## config.mk

```make
export PLATFORM = sky130hd
export DESIGN_NAME = slcu_set_update
export DESIGN_NICKNAME = d
export VERILOG_FILES = /design/src/sv/slcu_pkg.sv /design/src/sv/slcu_set_update.sv
export SDC_FILE = /design/constraint.sdc
export NUM_CORES = 1
export LEC_CHECK = 0
export ABC_AREA = 1
export BUFFER_PORTS_ARGS = -buffer_cell sky130_fd_sc_hd__buf_2
export CORE_AREA = 2 2 432 434
export DETAILED_ROUTE_END_ITERATION = 12
export DIE_AREA = 0 0 434 436
export GPL_ROUTABILITY_DRIVEN = 0
export GPL_TIMING_DRIVEN = 0
export PLACE_DENSITY = 0.3
export SETUP_SLACK_MARGIN = 0.15
export SLEW_MARGIN = 20
export SYNTH_ARGS = -nofsm -noshare
export SYNTH_HDL_FRONTEND = slang
export SYNTH_SLANG_ARGS = --single-unit
```

## constraint.sdc

```tcl
create_clock -name vclk -period 22.8
set_clock_uncertainty 0.1 [all_clocks]
set_input_delay 4.56 -clock vclk [all_inputs]
set_output_delay 4.56 -clock vclk [all_outputs]
set_load 0.05 [all_outputs]
```

## src/sv/slcu_pkg.sv

```systemverilog
package slcu_pkg;

  // Directory geometry
  localparam int MAX_SET_BITS = 6;
  localparam int MAX_WAYS     = 8;
  localparam int ADDR_WIDTH   = 64;

  localparam int ADDR_W   = 64;
  localparam int TAG_W    = 62;
  localparam int SET_W    = MAX_SET_BITS;
  localparam int NUM_SETS = 1 << SET_W;
  localparam int RANK_W   = (MAX_WAYS > 1) ? $clog2(MAX_WAYS) : 1;
  localparam int WAY_W    = (MAX_WAYS > 1) ? $clog2(MAX_WAYS) : 1;
  localparam int NW_W     = $clog2(MAX_WAYS + 1);
  localparam int SB_CW    = $clog2(MAX_SET_BITS + 1);
  localparam int CNT_W    = 32;

  localparam logic [RANK_W-1:0] RANK_MAX = RANK_W'(MAX_WAYS - 1);
  localparam logic [CNT_W-1:0]  CNT_MAX  = '1;
  localparam logic [ADDR_W-1:0] ADDR_MASK =
    (ADDR_WIDTH >= ADDR_W) ? '1 : ((ADDR_W'(1) << ADDR_WIDTH) - ADDR_W'(1));

  // Configuration register field widths and indexes
  localparam int SET_BITS_W   = 3;
  localparam int BLOCK_BITS_W = 6;
  localparam int WAYS_W       = 4;
  localparam int CFG_IDX_W    = 2;
  localparam int CFG_DATA_W   = 6;

  typedef enum logic [CFG_IDX_W-1:0] {
    REG_SET_BITS   = 2'd0,
    REG_BLOCK_BITS = 2'd1,
    REG_WAYS       = 2'd2
  } cfg_reg_t;

  // Result codes
  typedef enum logic [1:0] {
    OUT_HIT   = 2'd0,
    OUT_MISS  = 2'd1,
    OUT_EVICT = 2'd2
  } outcome_t;

  // One directory row holds every way of a set
  typedef struct packed {
    logic [MAX_WAYS-1:0]             valid;
    logic [MAX_WAYS-1:0][RANK_W-1:0] rank;
    logic [MAX_WAYS-1:0][TAG_W-1:0]  tag;
  } row_t;

  localparam int ROW_W = $bits(row_t);

endpackage

```

## src/sv/slcu_set_update.sv

```systemverilog
module slcu_set_update (
  input  slcu_pkg::row_t                 row_in,
  input  logic [slcu_pkg::TAG_W-1:0]     tag,
  input  logic [slcu_pkg::NW_W-1:0]      nways,
  output slcu_pkg::row_t                 row_out,
  output slcu_pkg::outcome_t             outcome
);

  logic [slcu_pkg::MAX_WAYS-1:0] in_use;
  logic [slcu_pkg::MAX_WAYS-1:0] hit_vec;
  logic [slcu_pkg::MAX_WAYS-1:0] inv_vec;
  logic                          hit;
  logic                          any_inv;
  logic [slcu_pkg::WAY_W-1:0]    hit_way;
  logic [slcu_pkg::WAY_W-1:0]    inv_way;
  logic [slcu_pkg::WAY_W-1:0]    lru_way;
  logic [slcu_pkg::WAY_W-1:0]    way;
  logic [slcu_pkg::RANK_W-1:0]   old_rank;

  // Tag match and free-line search over the ways in use.
  always_comb begin
    for (int j = 0; j < slcu_pkg::MAX_WAYS; j++) begin
      in_use[j]  = (j < int'(nways));
      hit_vec[j] = in_use[j] && row_in.valid[j] && (row_in.tag[j] == tag);
      inv_vec[j] = in_use[j] && !row_in.valid[j];
    end
    hit     = |hit_vec;
    any_inv = |inv_vec;
  end

  // Lowest matching way and lowest free way; scanning downwards leaves the lowest.
  always_comb begin
    hit_way = '0;
    inv_way = '0;
    for (int j = slcu_pkg::MAX_WAYS - 1; j >= 0; j--) begin
      if (hit_vec[j]) begin
        hit_way = slcu_pkg::WAY_W'(j);
      end
      if (inv_vec[j]) begin
        inv_way = slcu_pkg::WAY_W'(j);
      end
    end
  end

  // Oldest way; a tie keeps the lower way.
  always_comb begin
    lru_way = '0;
    for (int j = 1; j < slcu_pkg::MAX_WAYS; j++) begin
      if (in_use[j] && (row_in.rank[j] > row_in.rank[lru_way])) begin
        lru_way = slcu_pkg::WAY_W'(j);
      end
    end
  end

  always_comb begin
    priority if (hit) begin
      way = hit_way;
    end else if (any_inv) begin
      way = inv_way;
    end else begin
      way = lru_way;
    end
  end

  // Age other valid lines (younger only on a hit); way made newest; fill on miss.
  always_comb begin
    old_rank = row_in.rank[way];
    row_out  = row_in;
    for (int j = 0; j < slcu_pkg::MAX_WAYS; j++) begin
      if (in_use[j] && (slcu_pkg::WAY_W'(j) != way) && row_in.valid[j] &&
          (!hit || (row_in.rank[j] < old_rank)) &&
          (row_in.rank[j] != slcu_pkg::RANK_MAX)) begin
        row_out.rank[j] = row_in.rank[j] + slcu_pkg::RANK_W'(1);
      end
    end
    row_out.rank[way] = '0;
    if (!hit) begin
      row_out.valid[way] = 1'b1;
      row_out.tag[way]   = tag;
    end
  end

  always_comb begin
    priority if (hit) begin
      outcome = slcu_pkg::OUT_HIT;
    end else if (any_inv) begin
      outcome = slcu_pkg::OUT_MISS;
    end else begin
      outcome = slcu_pkg::OUT_EVICT;
    end
  end

endmodule
```

* After elaboration in Yosys (flattened, before gate mapping)
Cells that the tools add are included.
W data, S select, Z words.
** Word-level totals
- Bits in registers :: 0
- Logic and storage cells :: 207
- Output and inout bits :: 530
** Operators by class
- Add/sub/neg operators :: 8
- Reduce and logical (&&, ||, !) cells :: 84
- Bitwise logic cells :: 3
- Multiplexer cells :: 58
- Order comparisons :: 31
- Equality and inequality tests :: 23
** Operators with widths (count)
- $bwmux W496 :: 1
- $eq A62 B62 Y1 :: 8
- $mux W496 :: 1
- $demux W62 S3 :: 1
- $mux W3 :: 40
- $logic_and A1 B1 Y1 :: 64
- $bmux W3 S3 :: 7
- $mux W62 :: 1
- $lt A3 B4 Y1 const B :: 7
- $add A3 B1 Y3 const B :: 8
- $and A24 B24 Y24 :: 1
- $lt A3 B3 Y1 :: 8
- $ne A3 B3 Y1 const B :: 8
- $not A24 Y24 :: 1
- $gt A3 B3 Y1 :: 7
- $lt A3 B4 Y1 const A :: 4
- $reduce_or A8 Y1 :: 2
- $ne A3 B3 Y1 const A :: 4
- $demux W3 S3 :: 1
- $logic_not A1 Y1 :: 9
- $logic_or A1 B1 Y1 :: 8
- $lt A1 B4 Y1 const A :: 2
- $lt A2 B4 Y1 const A :: 2
- $mux W8 :: 1
- 8 further kinds :: 11

* Depth between registers and ports, before layout
Gate-level depths: netlist of the first run.
- Word-level depth :: 43
- Depth in mapped cells :: 84
- Mapped depth without buffers :: 82

* Worst setup path before layout of the first run
No wires, ideal clock.
- Path kind :: in2out
- Start point :: in row_in[498] (netlist bit)
- End point :: out row_out[509] (netlist bit)
- Arrival :: 15.008 ns
- Slack :: 3.132 ns
- Stages on the path :: 79
- Buffers on the path :: 3
- Path through :: inv_1 ha_1 a21oi_1 o21ai_0 nand3_1 inv_2 nor2_1 a21oi_1 ha_1 nand2_1 o21ai_0 nand3_2 nand2_1 o21ai_0 ha_1 nand2_1 o21ai_0 nand3_1 [... 43 more ...] a31oi_2 nand2_8 nand2_4 buf_12 nand2_4 o211ai_1 nor2_1 a21oi_1 ha_1 inv_1 a21oi_2 nand2_1 nand2_1 nand2_1 nand2_2 nand2_1 nand2_1 nor2_1
** RTL lines
- from (decl) :: RTL line slcu_set_update.sv:2 : input slcu_pkg::row_t row_in,
- to (decl) :: RTL line slcu_set_update.sv:5 : output slcu_pkg::row_t row_out,

==> reports/metrics.yaml, run 1 <==
vias: 29800
io_pins: 1124
outcome: "finished, final reports clean"
synthesis.nets: 3986
dr.first_iter.drc_count: 3376
die_y_um: 436
timing.slew.headroom: 0.206
whs_ns: 9.44
viasPerCell: 4.27
place_ws_ns: -0.171
fmax_ghz: 0.0464
multiInputGateArea_um2: 13700
ir_drop_mv: 0.0434
setup_tns_ns: 0
timing_max_transition_violations_final: 0
design.core.area_um2: 185000
drc: 0
crit_fanout: 11
die-area_um2: 189000
design_area_um2: 25500
worst_pin_slew_ns: 1.19
numPortBuffers: 1072
maxCapViolations: 0
floorplan.initialDensity: 0.0887
powerDensity_nw_per_um2: 56.7
max_stage_delay_ns: 0.56
setup_violations: 0
gr-usage-all-layers: 0.296
path_delay_family: "compound AO/OA/AOI/OAI gates"
grt_pass1_wl_um: 349000
required_ns: 18.14
slowest_stage: "o21ai_0"
holdBufCountCts: 0
min_period_ns: 21.57
worst-path-buf-inv: 12
antenna_left: 0
dp_cells: 6905
drt_wl_total_um: 294000
hold_class: "in -> out"
nClkBuffers: 0
grt_max_degree: 11
fin_crit_sh: 0.946
placed_area_um2: 25000
finalHoldViolCount: 0
cp_common_cell: "nand2_1"
synth_cell_types: 42
finalPower_mw: 1.45
yosysWarnings: 0
p_leak_nw: 13.8
die_w_um: 434
nets: 5072
final_core_util: 0.138
hpwl_um: 254000
syn_to_final_growth_pct: 55.8
grt_overflow: 0
syn-instance-count: 3347
regArea_um2: 0
syn_area_per_cell_um2: 4.89
synth-seq-area-share: 0
worstPathArrival_ns: 16.91
antenna_found_initial: 161
end_kind: "output port"
cp-start-kind: "input port"
core.rowCount: 158
design.seq.count: 0
fill_cells: 22400
fin_cells: 6978
mappedNetlistArea_um2: 16400
wl_per_cell_um: 42.1
grt_pass1_vias: 26900
setup_slack_ns: 1.23
crit_type: "in -> out"
drt-pass1-iter-count: 5
rsz0062_at_grt: "no"
final_layout_size_suffix_gt1_frac: 0.324
routing by layer:
layer	share of wire	routed length [um]	global-route usage	vias to the layer above
met5	0.00075	221	0	-
met4	0.061	18000	0.147	34
met3	0.080	23600	0.0725	469
met2	0.46	136000	0.493	1919
met1	0.39	116000	0.351	14700
li1	-	-	-	12700
Yosys cell counts (32+ instances only):
library cell	n	area share
clkbuf_1	58	0.013
xnor2_1	130	0.070
a21oi_1	32	0.0098
ha_1	45	0.034
o21ai_1	42	0.013
inv_2	49	0.011
xor2_1	135	0.072
buf_4	44	0.020
nor2_1	318	0.073
o21ai_0	585	0.18
nand3_1	59	0.018
buf_2	63	0.019
buf_6	52	0.036
nand2_1	1291	0.30
inv_1	298	0.068
cell families after synthesis:
family	after synthesis	synth area share
buf+inv	581	0.174
fa+ha+maj	45	0.0344
compound gates	699	0.221
xor+xnor	265	0.142
simple gates	1757	0.428
cell type report:
class / instances / area share
diodes: 67 / 0.00657
repair buffers: 1083 / 0.219
multi-input cells: 2766 / 0.535
repair inverters: 1 / 0.000196
well taps: 2480 / 0.122
plain buffers: 218 / 0.0631
inverters: 363 / 0.0544
power by group:
part / switching (mW) / internal, mW
clock: 0 / 0.000000197
combinational: 1.13 / 0.317
sequential: 0 / 0
worst paths after layout:
kind,startpoint,end,slack [ns],cells after the start
max,row_in[498],row_out[109],1.23,73
min,row_in[522],row_out[522],9.44,4
timing repair:
item | 4_1_cts | 5_1_grt
cloned | 0 | 1
setup endpoints to repair | 37 | 528
pin swaps | 0 | 3
resized for setup | 6 | 141
setup buffers | 0 | 5
placed cells by master, fill, tap and decap left out, types with 18 or more instances in the layout:
master,netlist,routed
nand2_1,1291,1281
buf_2,63,1094
o21ai_0,585,580
nor2_1,318,307
inv_1,298,297
xor2_1,135,134
xnor2_1,130,128
diode_2,0,67
buf_6,52,63
nand3_1,59,59
buf_4,44,59
inv_2,49,50
o21ai_1,42,47
ha_1,45,45
nand2_2,28,31
a21oi_1,32,30
clkbuf_2,0,29
clkbuf_1,58,26
clkbuf_4,0,24
nor2_2,9,18
nand2_4,11,18
nand4_1,18,18
Power figures use the tool's default switching activity.
==> run 2: changes to the inputs <==
Settings changed: CORE_AREA 2 2 432 434 to 2 2 440 442, DIE_AREA 0 0 434 436 to 0 0 442 444.
Clock period 22.8 ns to 27.3 ns, I/O delays scaled along.
==> reports/metrics.yaml, run 2 (synthesized netlist as in run 1, its figures left out) <==
wl_per_cell_um: 41.8  # -0.64%
nClkBuffers: 0  # unchanged
grt_overflow: 0  # unchanged
regArea_um2: 0  # unchanged
worst_pin_slew_ns: 1.28  # +0.0895 ns
powerDensity_nw_per_um2: 47.1  # -17%
holdBufCountCts: 0  # unchanged
design.core.area_um2: 192000  # +3.8%
outcome: "finished, final reports clean"
setup_tns_ns: 0  # unchanged
fin_crit_sh: 0.913
dr.first_iter.drc_count: 3362  # -0.41%
multiInputGateArea_um2: 13500  # -0.81%
vias: 29700  # -0.22%
fmax_ghz: 0.0401
dp_cells: 6948  # +0.62%
die_y_um: 444  # +1.8%
path_delay_family: "simple AND/OR/NAND/NOR gates"
gr-usage-all-layers: 0.284  # -0.0118
die-area_um2: 196000  # +3.7%
die_w_um: 442  # +1.8%
floorplan.initialDensity: 0.0855  # -0.00321
p_leak_nw: 13.7  # -1.2%
grt_pass1_vias: 27100  # +0.51%
setup_slack_ns: 2.38  # +1.14 ns
fin_cells: 7021  # +0.62%
setup_violations: 0  # unchanged
viasPerCell: 4.23  # -0.83%
design_area_um2: 25200  # -1.2%
final_layout_size_suffix_gt1_frac: 0.315  # -0.00906
place_ws_ns: 2.71  # +2.88 ns
hpwl_um: 256000  # +0.95%
grt_pass1_wl_um: 350000  # +0.39%
worst-path-buf-inv: 12  # unchanged
maxCapViolations: 0  # unchanged
cp_common_cell: "nand2_1"
drc: 0  # unchanged
antenna_found_initial: 179  # +11%
rsz0062_at_grt: "no"
end_kind: "output port"
final_common_cell: "nand2_1"
placed_area_um2: 25000  # about the same
post_cts_buffers: 0  # unchanged
crit_fanout: 10  # -1
max_stage_delay_ns: 0.73  # +0.17 ns
syn_to_final_growth_pct: 54.0
numPortBuffers: 1072  # unchanged
design.seq.count: 0  # unchanged
cp-start-kind: "input port"
required_ns: 21.74  # +3.60 ns
io_pins: 1124  # unchanged
ir_drop_mv: 0.0348  # -20%
slowest_stage: "o21ai_0"
timing_max_transition_violations_final: 0  # unchanged
postCtsResizedCells: 0  # -6
drt_wl_total_um: 294000  # about the same
hold_class: "in -> out"
min_period_ns: 24.92
fill_cells: 23100  # +3.2%
finalHoldViolCount: 0  # unchanged
drt-pass1-iter-count: 6  # +1
antenna_left: 0  # unchanged
crit_type: "in -> out"
worstPathArrival_ns: 19.36  # +2.45 ns
final_cell_mix: "nand2_1, buf_2, o21ai_0"
core.rowCount: 161  # +1.9%
nets: 5063  # -0.18%
grt_max_degree: 11  # unchanged
timing.slew.headroom: 0.146  # -0.0597
## run 2: final timing paths
path / from / endpoint / slack, ns / cells after the start
min: row_in[524] / row_out[524] / 11.25 / 4
max: row_in[498] / row_out[219] / 2.38 / 70
## run 2: area by class of cell
class / count / share of cell area
Antenna cell: 73 / 0.00725
Buffer: 218 / 0.0593
Inverter: 363 / 0.0550
Multi-Input combinational cell: 2766 / 0.538
Tap cell: 2526 / 0.125
Timing Repair Buffer: 1075 / 0.216
## run 2: where the power goes
group	leakage [nW]	switching, mW	internal, mW
combinational	13.7	0.934	0.254
clock	0.000489	0	0.00000000441
sequential	0	0	0
## run 2: through the flow
| stage | hold slack [ns] | util | total power [mW] |
|---|---|---|---|
| 3_5_place_dp | 11.25 | 0.131 | 1.17 |
| 6_report | 11.25 | 0.132 | 1.19 |
| 5_1_grt | 11.27 | 0.131 | 1.24 |
| 4_1_cts | 11.25 | 0.131 | 1.18 |
| 3_3_place_gp | 11.25 | 0.130 | 1.17 |
| 2_1_floorplan | 11.02 | - | 0.664 |
## run 2: tightest hold or removal path, stage by stage
cell and delay (ns):
buf_2 0.11, inv_1 0.06, nand2_1 0.05, buf_2 0.21
## run 2: metal layers
layer	track usage	wire length (um)	part of all wire	up-vias
met4	0.151	19400	0.066	36
met5	0	227	0.00077	-
met1	0.335	115000	0.39	14500
met2	0.472	135000	0.46	1976
li1	-	-	-	12700
met3	0.0722	23900	0.081	488
