<file path="config.mk">
export PLATFORM = sky130hd
export DESIGN_NAME = slcu_dir_ram
export DESIGN_NICKNAME = d
export VERILOG_FILES = /design/src/sv/slcu_dir_ram.sv
export SDC_FILE = /design/constraint.sdc
export NUM_CORES = 1
export LEC_CHECK = 0
export ABC_AREA = 1
export CAP_MARGIN = 40
export CORE_MARGIN = 5
export CORE_UTILIZATION = 38
export DETAILED_ROUTE_END_ITERATION = 8
export DONT_BUFFER_PORTS = 1
export SLEW_MARGIN = 30
export SYNTH_ARGS = -nofsm -noshare
export SYNTH_HDL_FRONTEND = slang
export SYNTH_SLANG_ARGS = --single-unit
</file>
<file path="constraint.sdc">
create_clock -name clk -period 5.9 [get_ports clk]
set_input_delay 0.59 -clock clk [delete_from_list [all_inputs] [get_ports clk]]
set_output_delay 0.59 -clock clk [all_outputs]
set_load 0.005 [all_outputs]
</file>
<file path="src/sv/slcu_dir_ram.sv">
module slcu_dir_ram #(
  parameter int WIDTH = 8,
  parameter int DEPTH = 64
) (
  input  logic                     clk,
  input  logic                     rd_en,
  input  logic [$clog2(DEPTH)-1:0] rd_addr,
  output logic [WIDTH-1:0]         rd_data,
  input  logic                     wr_en,
  input  logic [$clog2(DEPTH)-1:0] wr_addr,
  input  logic [WIDTH-1:0]         wr_data
);

  logic [WIDTH-1:0] mem [DEPTH];

  // Single write port, registered read port that holds between reads.
  always_ff @(posedge clk) begin
    if (wr_en) begin
      mem[wr_addr] <= wr_data;
    end
    if (rd_en) begin
      rd_data <= mem[rd_addr];
    end
  end

endmodule

</file>
# Yosys cells after proc, flatten, opt, wreduce, memory -nomap -nowiden
# Memory sizes are Yosys's and may differ from the RTL's. A register that Yosys moved wholly into a read port is not among the register bits.
# Index checks and enable logic that the tools add are counted.
# word_totals
elab_cells,3
mem_bits_ro,0
input_bits,23
ramBits,512
n_memories,1
latch_bits,0
output_inout_bits,8
ff_bits,0
# classes
reduce_logical,0
bitwise,0
n_div,0
addsub,0
mux,2
eq_ne,0
multipliers,0
shift,0
order_cmp,0
# memory_table
memory,words,word_bits,read_ports,rd_clocked_by_memory_dff,write_ports,line_no,rtl
mem,64,8,1,1,1,14,logic [WIDTH-1:0] mem [DEPTH];
# ops
cell,count
$mux 1,2

# Depth between registers and ports, before layout
# Gate-level depths: netlist of the first run.
# depth
word_depth,2
depth_mapped,12
depth_no_buf,9

# Least setup slack after synthesis of the first run
# No wires, ideal clock.
# synth_timing
path_type,input -> register
startpoint,input wr_en
endpoint,"memory mem[48][0], enable pin"
n_path_buf,1
t_required_ns,5.505
arrival_ns,1.961
stages,3
setup_time_ns,0.395
slack_ns,3.544
cell_sequence,clkbuf_1 nand4_1 nor4_1
# synth_between
elab_chain_len,2
# synth_rtl
item,line_no,rtl
from (decl),9,"input logic wr_en,"
$mux 1,18,if (wr_en) begin
$mux 1 (not written as such),19,mem[wr_addr] <= wr_data;
to (decl),14,
# No other way between the ends.

==> results.toml, run 1 <==
[yosys]
synthesis.nets = 1828
synth_compound_area_share_pct = 0
ys_ff_latch = 520
synth_top_family_by_area = "simple AND/OR/NAND/NOR gates"
synth_cell_types = 15
synthMuxAreaShare_pct = 0
yosysSeqAreaShare_pct = 72.9
postSynthCellCount = 1805
yosys.area_share.xor_xnor_pct = 0
synth.yosys.warnings = 0
syn_avg_cell_area_um2 = 11.9
synth_fa_ha_area_share_pct = 0
syn-cell-area_mm2 = 0.0214
synthSimpleGateAreaFrac_pct = 23.1

[die]
rows = 87
start_util_pct = 38.2
pin_count = 31
die_h_um = 247
die-area_mm2 = 0.0612
core-area_mm2 = 0.0561
die_x_um = 247

[setup_path]
crit_type = "in -> reg"
worstRegToRegCells = 8
critPathMaxFanout = 257
cp-end-kind = "flop"
cp.required_ns = 6.38
startpoint = "rd_addr[0]"
cp.arrival_ns = 2.91
crit_path_start_kind = "input pin"
timing.rr.start = "mem[35][0]"

[global_route]
grt_use_total_pct = 17.4
grt_pass1_wl_um = 81200
grt_pass1_vias = 13400
grt_start_max_net_pins = 258
gr-total-overflow = 0
grt_antenna_before_repair = 0

[power]
irDropWorstVdd_mv = 0.188
power_density_mw_per_mm2 = 329
p_leak_nw = 8.32

[detailed_routing]
ant_nets = 0
drt_iter0_markers = 1584
viasPerCell = 5.29
wire_per_inst_um = 20.7
wirelength_um = 53500
num_vias = 13700
drcViolationCount = 0
first_pass_iters = 5

[layout]
nets = 1806
syn2layout_area_growth_pct = 10.3
drive_gt1_share_pct = 6.02
diodes = 0

[clock_tree]
clk_pin_slew_worst_paths_ns = 0.06
post_cts_resized = 0
cts_tree = "built"
ctsHoldBuffers = 0
cts_buffer_depth = 3
cts_inserted_buffers = 54
htree_levels = 2
cts_root_buf = "clkbuf_16"
post-cts-setup-buffers = 0
clock_latency_ns = 0.61
cts_num_sinks = 520

[sta]
finalCriticalPeriod_ns = 2.43
tightest_slew_ns = 0.900
setup_viol = 0
finalCritPeriodShare_pct = 41.2
max_freq_mhz = 411
relSlewSlack_pct = 39.8
rsz0062_at_grt = "no"
final.setup.tns_ns = 0
setup_slack_ns = 3.47
skew_ns = 0.0184
drv_slew = 0
finalHoldViolations = 0

[placement]
dp_hpwl_um = 28400
io_buffers = 0
gp_congestion = 0.812
pre_cts_slack_ns = 3.09

[job]
max_cap_viol_count = 0

[hold_path]
hp-class = "in -> reg"
worstHoldPathCells = 0
min_from = "wr_data[3]"

[run_status]
status = "complete, no violations"
==> cells in the final DEF (no fill, tap or decap) <==
cell type and count:
bufinv_16 6, clkbuf_4 4, buf_12 1, buf_6 1
edfxtp_1 520, inv_1 9, nor2_1 56, nand2_1 648
clkinv_1 12, buf_2 2, buf_16 2, buf_4 25
inv_6 2, nand4_1 9, nand3_1 439, inv_2 1
clkinv_8 2, clkbuf_16 55, clkinv_2 9, nor4_1 8
clkbuf_1 17
==> power breakdown <==
| group | internal (mW) | switching (mW) | total, mW |
|---|---|---|---|
| Sequential | 4.10 | 0.0146 | 4.11 |
| Clock | 1.97 | 1.39 | 3.37 |
| Combinational | 0.0973 | 0.208 | 0.306 |
==> synth_stat cells (all sizes together) <==
cell	number	area, um^2
buf	98	752
clkbuf	15	56.3
edfxtp	520	15600
inv	12	50.1
nand2	648	2430
nand3	439	2200
nand4	9	56.3
nor2	56	210
nor4	8	50.1
==> flip-flops by register name, summed over array words and instances (netlist names) <==
signal / cells
mem: 512
rd_data: 8
==> kinds of logic (layout without fill, tap and decap cells) <==
| family | count (synthesis) | after routing |
|---|---|---|
| flip-flops | 520 | 520 |
| AND/OR/NAND/NOR | 1160 | 1160 |
| buffers and inverters | 125 | 148 |
==> metrics by stage <==
stage               util (%)  hold WS [ns]  power (mW)  cells  cell area [um^2]
detailed placement      38.7         0.699        4.49   2465             21700
CTS                     41.8        0.0670        7.82   2566             23500
floorplan                  -         0.689        4.47   1805             21400
global placement        38.6         0.700        4.48   2461             21700
global route            42.1        0.0686        8.02   2584             23600
finish                  42.1        0.0938        7.78   2584             23600
==> area by class of cell <==
| cell class | count | area, um^2 |
|---|---|---|
| well taps | 756 | 946 |
| inverters | 12 | 55.1 |
| repair buffers | 35 | 314 |
| multi-input cells | 1160 | 4950 |
| flip-flops and latches | 520 | 15600 |
| clock inverters | 29 | 303 |
| fillers | 5173 | 32400 |
| clock buffers | 72 | 1440 |
==> routing by layer <==
layer	track usage, %	routed length (um)
met1	24.8	23800
met2	27.3	24200
met3	3.82	4500
met4	4.60	977
met5	0	0
==> worst paths after layout <==
| path | endpoint | slack [ns] |
|---|---|---|
| max | rd_data[3] | 3.47 |
| min | mem[29][3] | 0.09 |
| max reg2reg | rd_data[0] | 4.38 |
| min reg2reg | rd_data[6] | 0.89 |
==> critical path, stage by stage <==
cell     delay, ns
inv_6         0.51
buf_4         0.68
nand2_1       0.11
nand3_1       0.11
nand3_1       0.08
nand2_1       0.10
nand2_1       0.11
nand3_1       0.11
nand3_1       0.10
nand2_1       0.10
Note: power is estimated with default switching activity, not from simulation.
==> inputs of run 2 (changes only) <==
==> constraint.sdc (replaced) <==
create_clock -name clk -period 2 [get_ports clk]
set_input_delay 0.2 -clock clk [delete_from_list [all_inputs] [get_ports clk]]
set_output_delay 0.2 -clock clk [all_outputs]
set_load 0.005 [all_outputs]
==> run 2 against run 1 <==
Net effect: sequential power grew to 2.9 times the previous value; via count is 1.1% higher; die area stayed put; combinational power grew to 4.1 times the previous value; worst setup slack lost 3.4 ns; global-route usage hardly changed; sequential share of layout area fell by 2.1 points; critical endpoint is now rd_data[5]; largest cell class unchanged.
==> results.toml, run 2 (same netlist as run 1, synthesis figures left out) <==
[run_status]
status = "complete, no violations"

[clock_tree]
htree_levels = 2
cts_buffer_depth = 3
cts_inserted_buffers = 54
cts_num_sinks = 520
post-cts-setup-buffers = 0
cts_root_buf = "clkbuf_16"
clock_latency_ns = 0.60
cts_tree = "built"
clk_pin_slew_worst_paths_ns = 0.06

[detailed_routing]
first_pass_iters = 7
wirelength_um = 53500
wire_per_inst_um = 20.1
drcViolationCount = 0
viasPerCell = 5.19
drt_iter0_markers = 1245
ant_nets = 0
num_vias = 13800

[setup_path]
critPathMaxFanout = 1
worstRegToRegCells = 9
crit_path_start_kind = "flop"
r2r_setup_slack_ns = 0.08
cp.arrival_ns = 2.25
slowest_stage = "dlygate4sd3_1"
crit_type = "reg -> reg"
cp.required_ns = 2.33
timing.rr.start = "mem[31][5]"
rr_endpoint = "rd_data[5]"
path_cells = "nand2_1 -> nand3_1 -> nand3_1 -> nand2_1 -> nand2_1 -> nand3_1 -> nand3_1 -> nand2_1 -> dlygate4sd3_1"
critPathMaxStageDelay_ns = 0.55
cp-end-kind = "flop"

[hold_path]
min_from = "rd_addr[3]"
worstHoldPathCells = 4
holdPathEnd = "rd_data[0]"
hp-class = "in -> reg"

[global_route]
grt_antenna_before_repair = 2
grt_use_total_pct = 17.3
grt_start_max_net_pins = 258
grt_pass1_vias = 13400
gr-total-overflow = 0
grt_pass1_wl_um = 81300

[layout]
mostFrequentLayoutCell = "nand2_1"
regMostFlops = "mem"
syn2layout_area_growth_pct = 13.8
largest_reg_flops = 512
final_cell_mix = "647 x nand2_1, 520 x edfxtp_1, 438 x nand3_1"
drive_gt1_share_pct = 8.92
final_util_pct = 43.5
final_cells = 2662
reg_top3 = "mem x512, rd_data x8"
nets = 1884
fillerInstances = 5166

[sta]
finalHoldViolations = 0
final.setup.tns_ns = 0
tightest_slew_ns = 0.747
max_freq_mhz = 521
finalCritPeriodShare_pct = 96.0
finalCriticalPeriod_ns = 1.92
rsz0062_at_grt = "no"
setup_slack_ns = 0.0796
relSlewSlack_pct = 50.0
setup_viol = 0
skew_ns = 0.0198
drv_slew = 0

[die]
start_util_pct = 38.2
die_x_um = 247
rows = 87
core-area_mm2 = 0.0561
die_h_um = 247
die-area_mm2 = 0.0612
pin_count = 31

[power]
power_density_mw_per_mm2 = 931
irDropWorstVdd_mv = 0.692
p_leak_nw = 8.74

[placement]
io_buffers = 0
pre_cts_slack_ns = 0.220
dp.cells = 2536
dp_hpwl_um = 29200
gp_congestion = 0.806

[job]
max_cap_viol_count = 0
run 2: per-stage QoR:
| step | hold slack [ns] | total power [mW] | area [um^2] |
|---|---|---|---|
| after global placement | 0.310 | 13.3 | 22300 |
| after floorplan | 0.299 | 13.2 | 21400 |
| after global routing | 0.0381 | 23.5 | 24400 |
| final | 0.0420 | 22.7 | 24400 |
| after CTS | 0.00386 | 22.9 | 24400 |
| after detailed placement | 0.308 | 13.3 | 22300 |
run 2: area by class of cell:
| cell class | count | area, um^2 | area share, % |
|---|---|---|---|
| clock inverter | 32 | 210 | 0.862 |
| antenna | 1 | 2.50 | 0.0103 |
| timing repair buffer | 113 | 1180 | 4.82 |
| tap | 756 | 946 | 3.88 |
| clock buffer | 68 | 1430 | 5.85 |
| sequential | 520 | 15600 | 64.0 |
| multi-input combinational | 1160 | 4950 | 20.3 |
| inverter | 12 | 52.6 | 0.216 |
run 2: how the worst max path moves through the flow:
stage / from / endpoint / slack [ns] / depth (start not counted)
6_report: mem[31][5] / rd_data[5] / 0.08 / 9
3_5_place_dp: rd_addr[0] / rd_data[5] / 0.22 / 11
5_1_grt: mem[35][5] / rd_data[5] / 0.01 / 9
4_1_cts: mem[49][7] / rd_data[7] / 0.04 / 9
2_1_floorplan: wr_en / mem[48][0] / 0.03 / 3
3_3_place_gp: rd_addr[0] / rd_data[1] / 0.27 / 11
run 2: layer usage:
metal / global-route usage, % / vias to the layer above / share of wire, %
li1: - / 6470 / -
met1: 25.0 / 6756 / 44
met2: 26.7 / 503 / 45
met3: 3.80 / 83 / 8.8
met4: 4.96 / 0 / 2.5
met5: 0 / - / 0
run 2: power breakdown:
group / internal (mW) / switching (mW) / total (mW)
Clock: 5.29 / 4.04 / 9.33
Combinational: 0.390 / 0.853 / 1.24
Sequential: 12.1 / 0.0424 / 12.1
run 2: what timing repair did:
item / in CTS / in global routing
hold endpoints to repair: 584 / 0
resized for setup: 0 / 2
hold buffers: 25 / 0
setup endpoints to repair: 0 / 2
run 2: critical path, delay by kind of cell (launching register included):
family,cells,cell delay [ns]
buffers and inverters,1,0.55
flip-flops,1,0.36
AND/OR/NAND/NOR,8,0.75
==> inputs of run 3 (changes only) <==
==> constraint.sdc (replaced) <==
create_clock -name clk -period 2.5 [get_ports clk]
set_input_delay 0.25 -clock clk [delete_from_list [all_inputs] [get_ports clk]]
set_output_delay 0.25 -clock clk [all_outputs]
set_load 0.005 [all_outputs]
==> run 3 against run 2 <==
Net effect: largest power group unchanged; cell count is 1.2% lower; worst setup slack gained 0.15 ns; non-clock buffer count down 25; critical path type is now in -> reg.
==> results.toml, run 3 (same netlist as run 1, synthesis figures left out) <==
[clock_tree]
clk_pin_slew_worst_paths_ns = 0.06
cts_inserted_buffers = 53
post_cts_resized = 0
post-cts-setup-buffers = 0
cts_num_sinks = 520
htree_levels = 2
clock_latency_ns = 0.61
cts_buffer_depth = 3
cts_root_buf = "clkbuf_16"
cts_tree = "built"

[sta]
final.setup.tns_ns = 0
relSlewSlack_pct = 37.4
skew_ns = 0.0222
finalCriticalPeriod_ns = 2.27
max_freq_mhz = 440
rsz0062_at_grt = "no"
setup_viol = 0
tightest_slew_ns = 0.940
finalHoldViolations = 0
setup_slack_ns = 0.230
drv_slew = 0
finalCritPeriodShare_pct = 90.8

[die]
die_x_um = 247
start_util_pct = 38.2
pin_count = 31
rows = 87
die_h_um = 247
core-area_mm2 = 0.0561
die-area_mm2 = 0.0612

[global_route]
gr-total-overflow = 0
grt_pass1_vias = 13200
grt_pass1_wl_um = 82900
grt_antenna_before_repair = 5
grt_start_max_net_pins = 258
grt_use_total_pct = 17.8

[layout]
regMostFlops = "mem"
finish.instance_area_mm2 = 0.0241
nets = 1858
syn2layout_area_growth_pct = 12.4
drive_gt1_share_pct = 8.01
reg_top3 = "mem x512, rd_data x8"
mostFrequentLayoutCell = "nand2_1"
final_cell_mix = "648 x nand2_1, 520 x edfxtp_1, 439 x nand3_1"
largest_reg_flops = 512

[detailed_routing]
wirelength_um = 54900
wire_per_inst_um = 20.9
drcViolationCount = 0
viasPerCell = 5.24
drt_iter0_markers = 1410
ant_nets = 0
num_vias = 13800
first_pass_iters = 5

[setup_path]
crit_path_start_kind = "input pin"
crit_type = "in -> reg"
timing.rr.start = "mem[39][5]"
rr_endpoint = "rd_data[5]"
r2r_setup_slack_ns = 0.56
cp.required_ns = 2.95
worstRegToRegCells = 9
critPathMaxFanout = 257
cp.arrival_ns = 2.73
cp-end-kind = "flop"

[placement]
gp_congestion = 0.820
pre_cts_slack_ns = 0.558
io_buffers = 0
dp_hpwl_um = 30100
placed_cell_area_mm2 = 0.0222

[hold_path]
worstHoldPathCells = 2
hp-class = "in -> reg"
min_from = "wr_addr[2]"
holdPathEnd = "mem[50][3]"

[power]
irDropWorstVdd_mv = 0.531
power_density_mw_per_mm2 = 751
p_leak_nw = 8.57

[job]
max_cap_viol_count = 0

[run_status]
status = "complete, no violations"
-- run 3: cell types whose count changed in the layout (fill, tap and decap cells not counted), sizes merged --
cell         previous run  this run
clkbuf                 68        72
clkinvlp                0         2
dlygate4sd3            17         8
clkinv                 28        16
bufinv                  2         3
buf                    96        77
-- run 3: layout make-up --
type,instances,area [um^2]
Fill cell,5140,32000
Sequential cell,520,15600
Multi-Input combinational cell,1160,4950
Clock buffer,69,1390
Tap cell,756,946
Timing Repair Buffer,88,928
Clock inverter,23,195
Inverter,12,52.6
Antenna cell,1,2.50
-- run 3: critical path, stage by stage --
cell and delay (ns):
inv_6 0.50, buf_4 0.37, nand2_1 0.11, nand3_1 0.12, nand3_1 0.09, nand2_1 0.12
nand2_1 0.06, nand3_1 0.09, nand3_1 0.07, dlygate4sd3_1 0.57, nand2_1 0.06
-- run 3: routing by layer --
layer	vias to the layer above	global-route usage [%]	wire, um
met3	93	4.46	4540
met4	6	5.03	1340
met2	454	27.6	25000
met1	6795	25.1	23900
li1	6417	-	-
met5	-	0	34
-- run 3: how the worst max path moves through the flow --
stage                          start    endpoint  slack [ns]  depth (start not counted)
after floorplan                wr_en  mem[48][0]        0.48                          3
after global placement    rd_addr[0]  rd_data[1]        0.58                         10
after detailed placement  rd_addr[0]  rd_data[1]        0.56                         10
after CTS                 mem[39][5]  rd_data[5]        0.56                          9
after global routing      rd_addr[0]  rd_data[5]        0.35                         11
final                     rd_addr[0]  rd_data[5]        0.23                         11
-- run 3: through the flow --
step                      std cells  total power, mW  hold slack [ns]  utilization, %
final                          2629             18.1           0.0369            42.9
after global routing           2629             18.7           0.0248            42.9
after CTS                      2625             18.2           0.0113            42.9
after detailed placement       2517             10.6            0.359            39.5
after global placement         2517             10.6            0.362            39.5
after floorplan                1805             10.5            0.349               -
-- run 3: power breakdown --
group	total [mW]	switching, mW	leakage, nW	internal (mW)
Combinational	0.963	0.671	3.12	0.292
Clock	7.40	3.21	0.765	4.19
Sequential	9.70	0.0307	4.69	9.67
-- run 3: timing repair --
action | 4_1_cts | 5_1_grt
hold buffers | 16 | 0
hold endpoints to repair | 530 | 0
setup endpoints to repair | 0 | 0
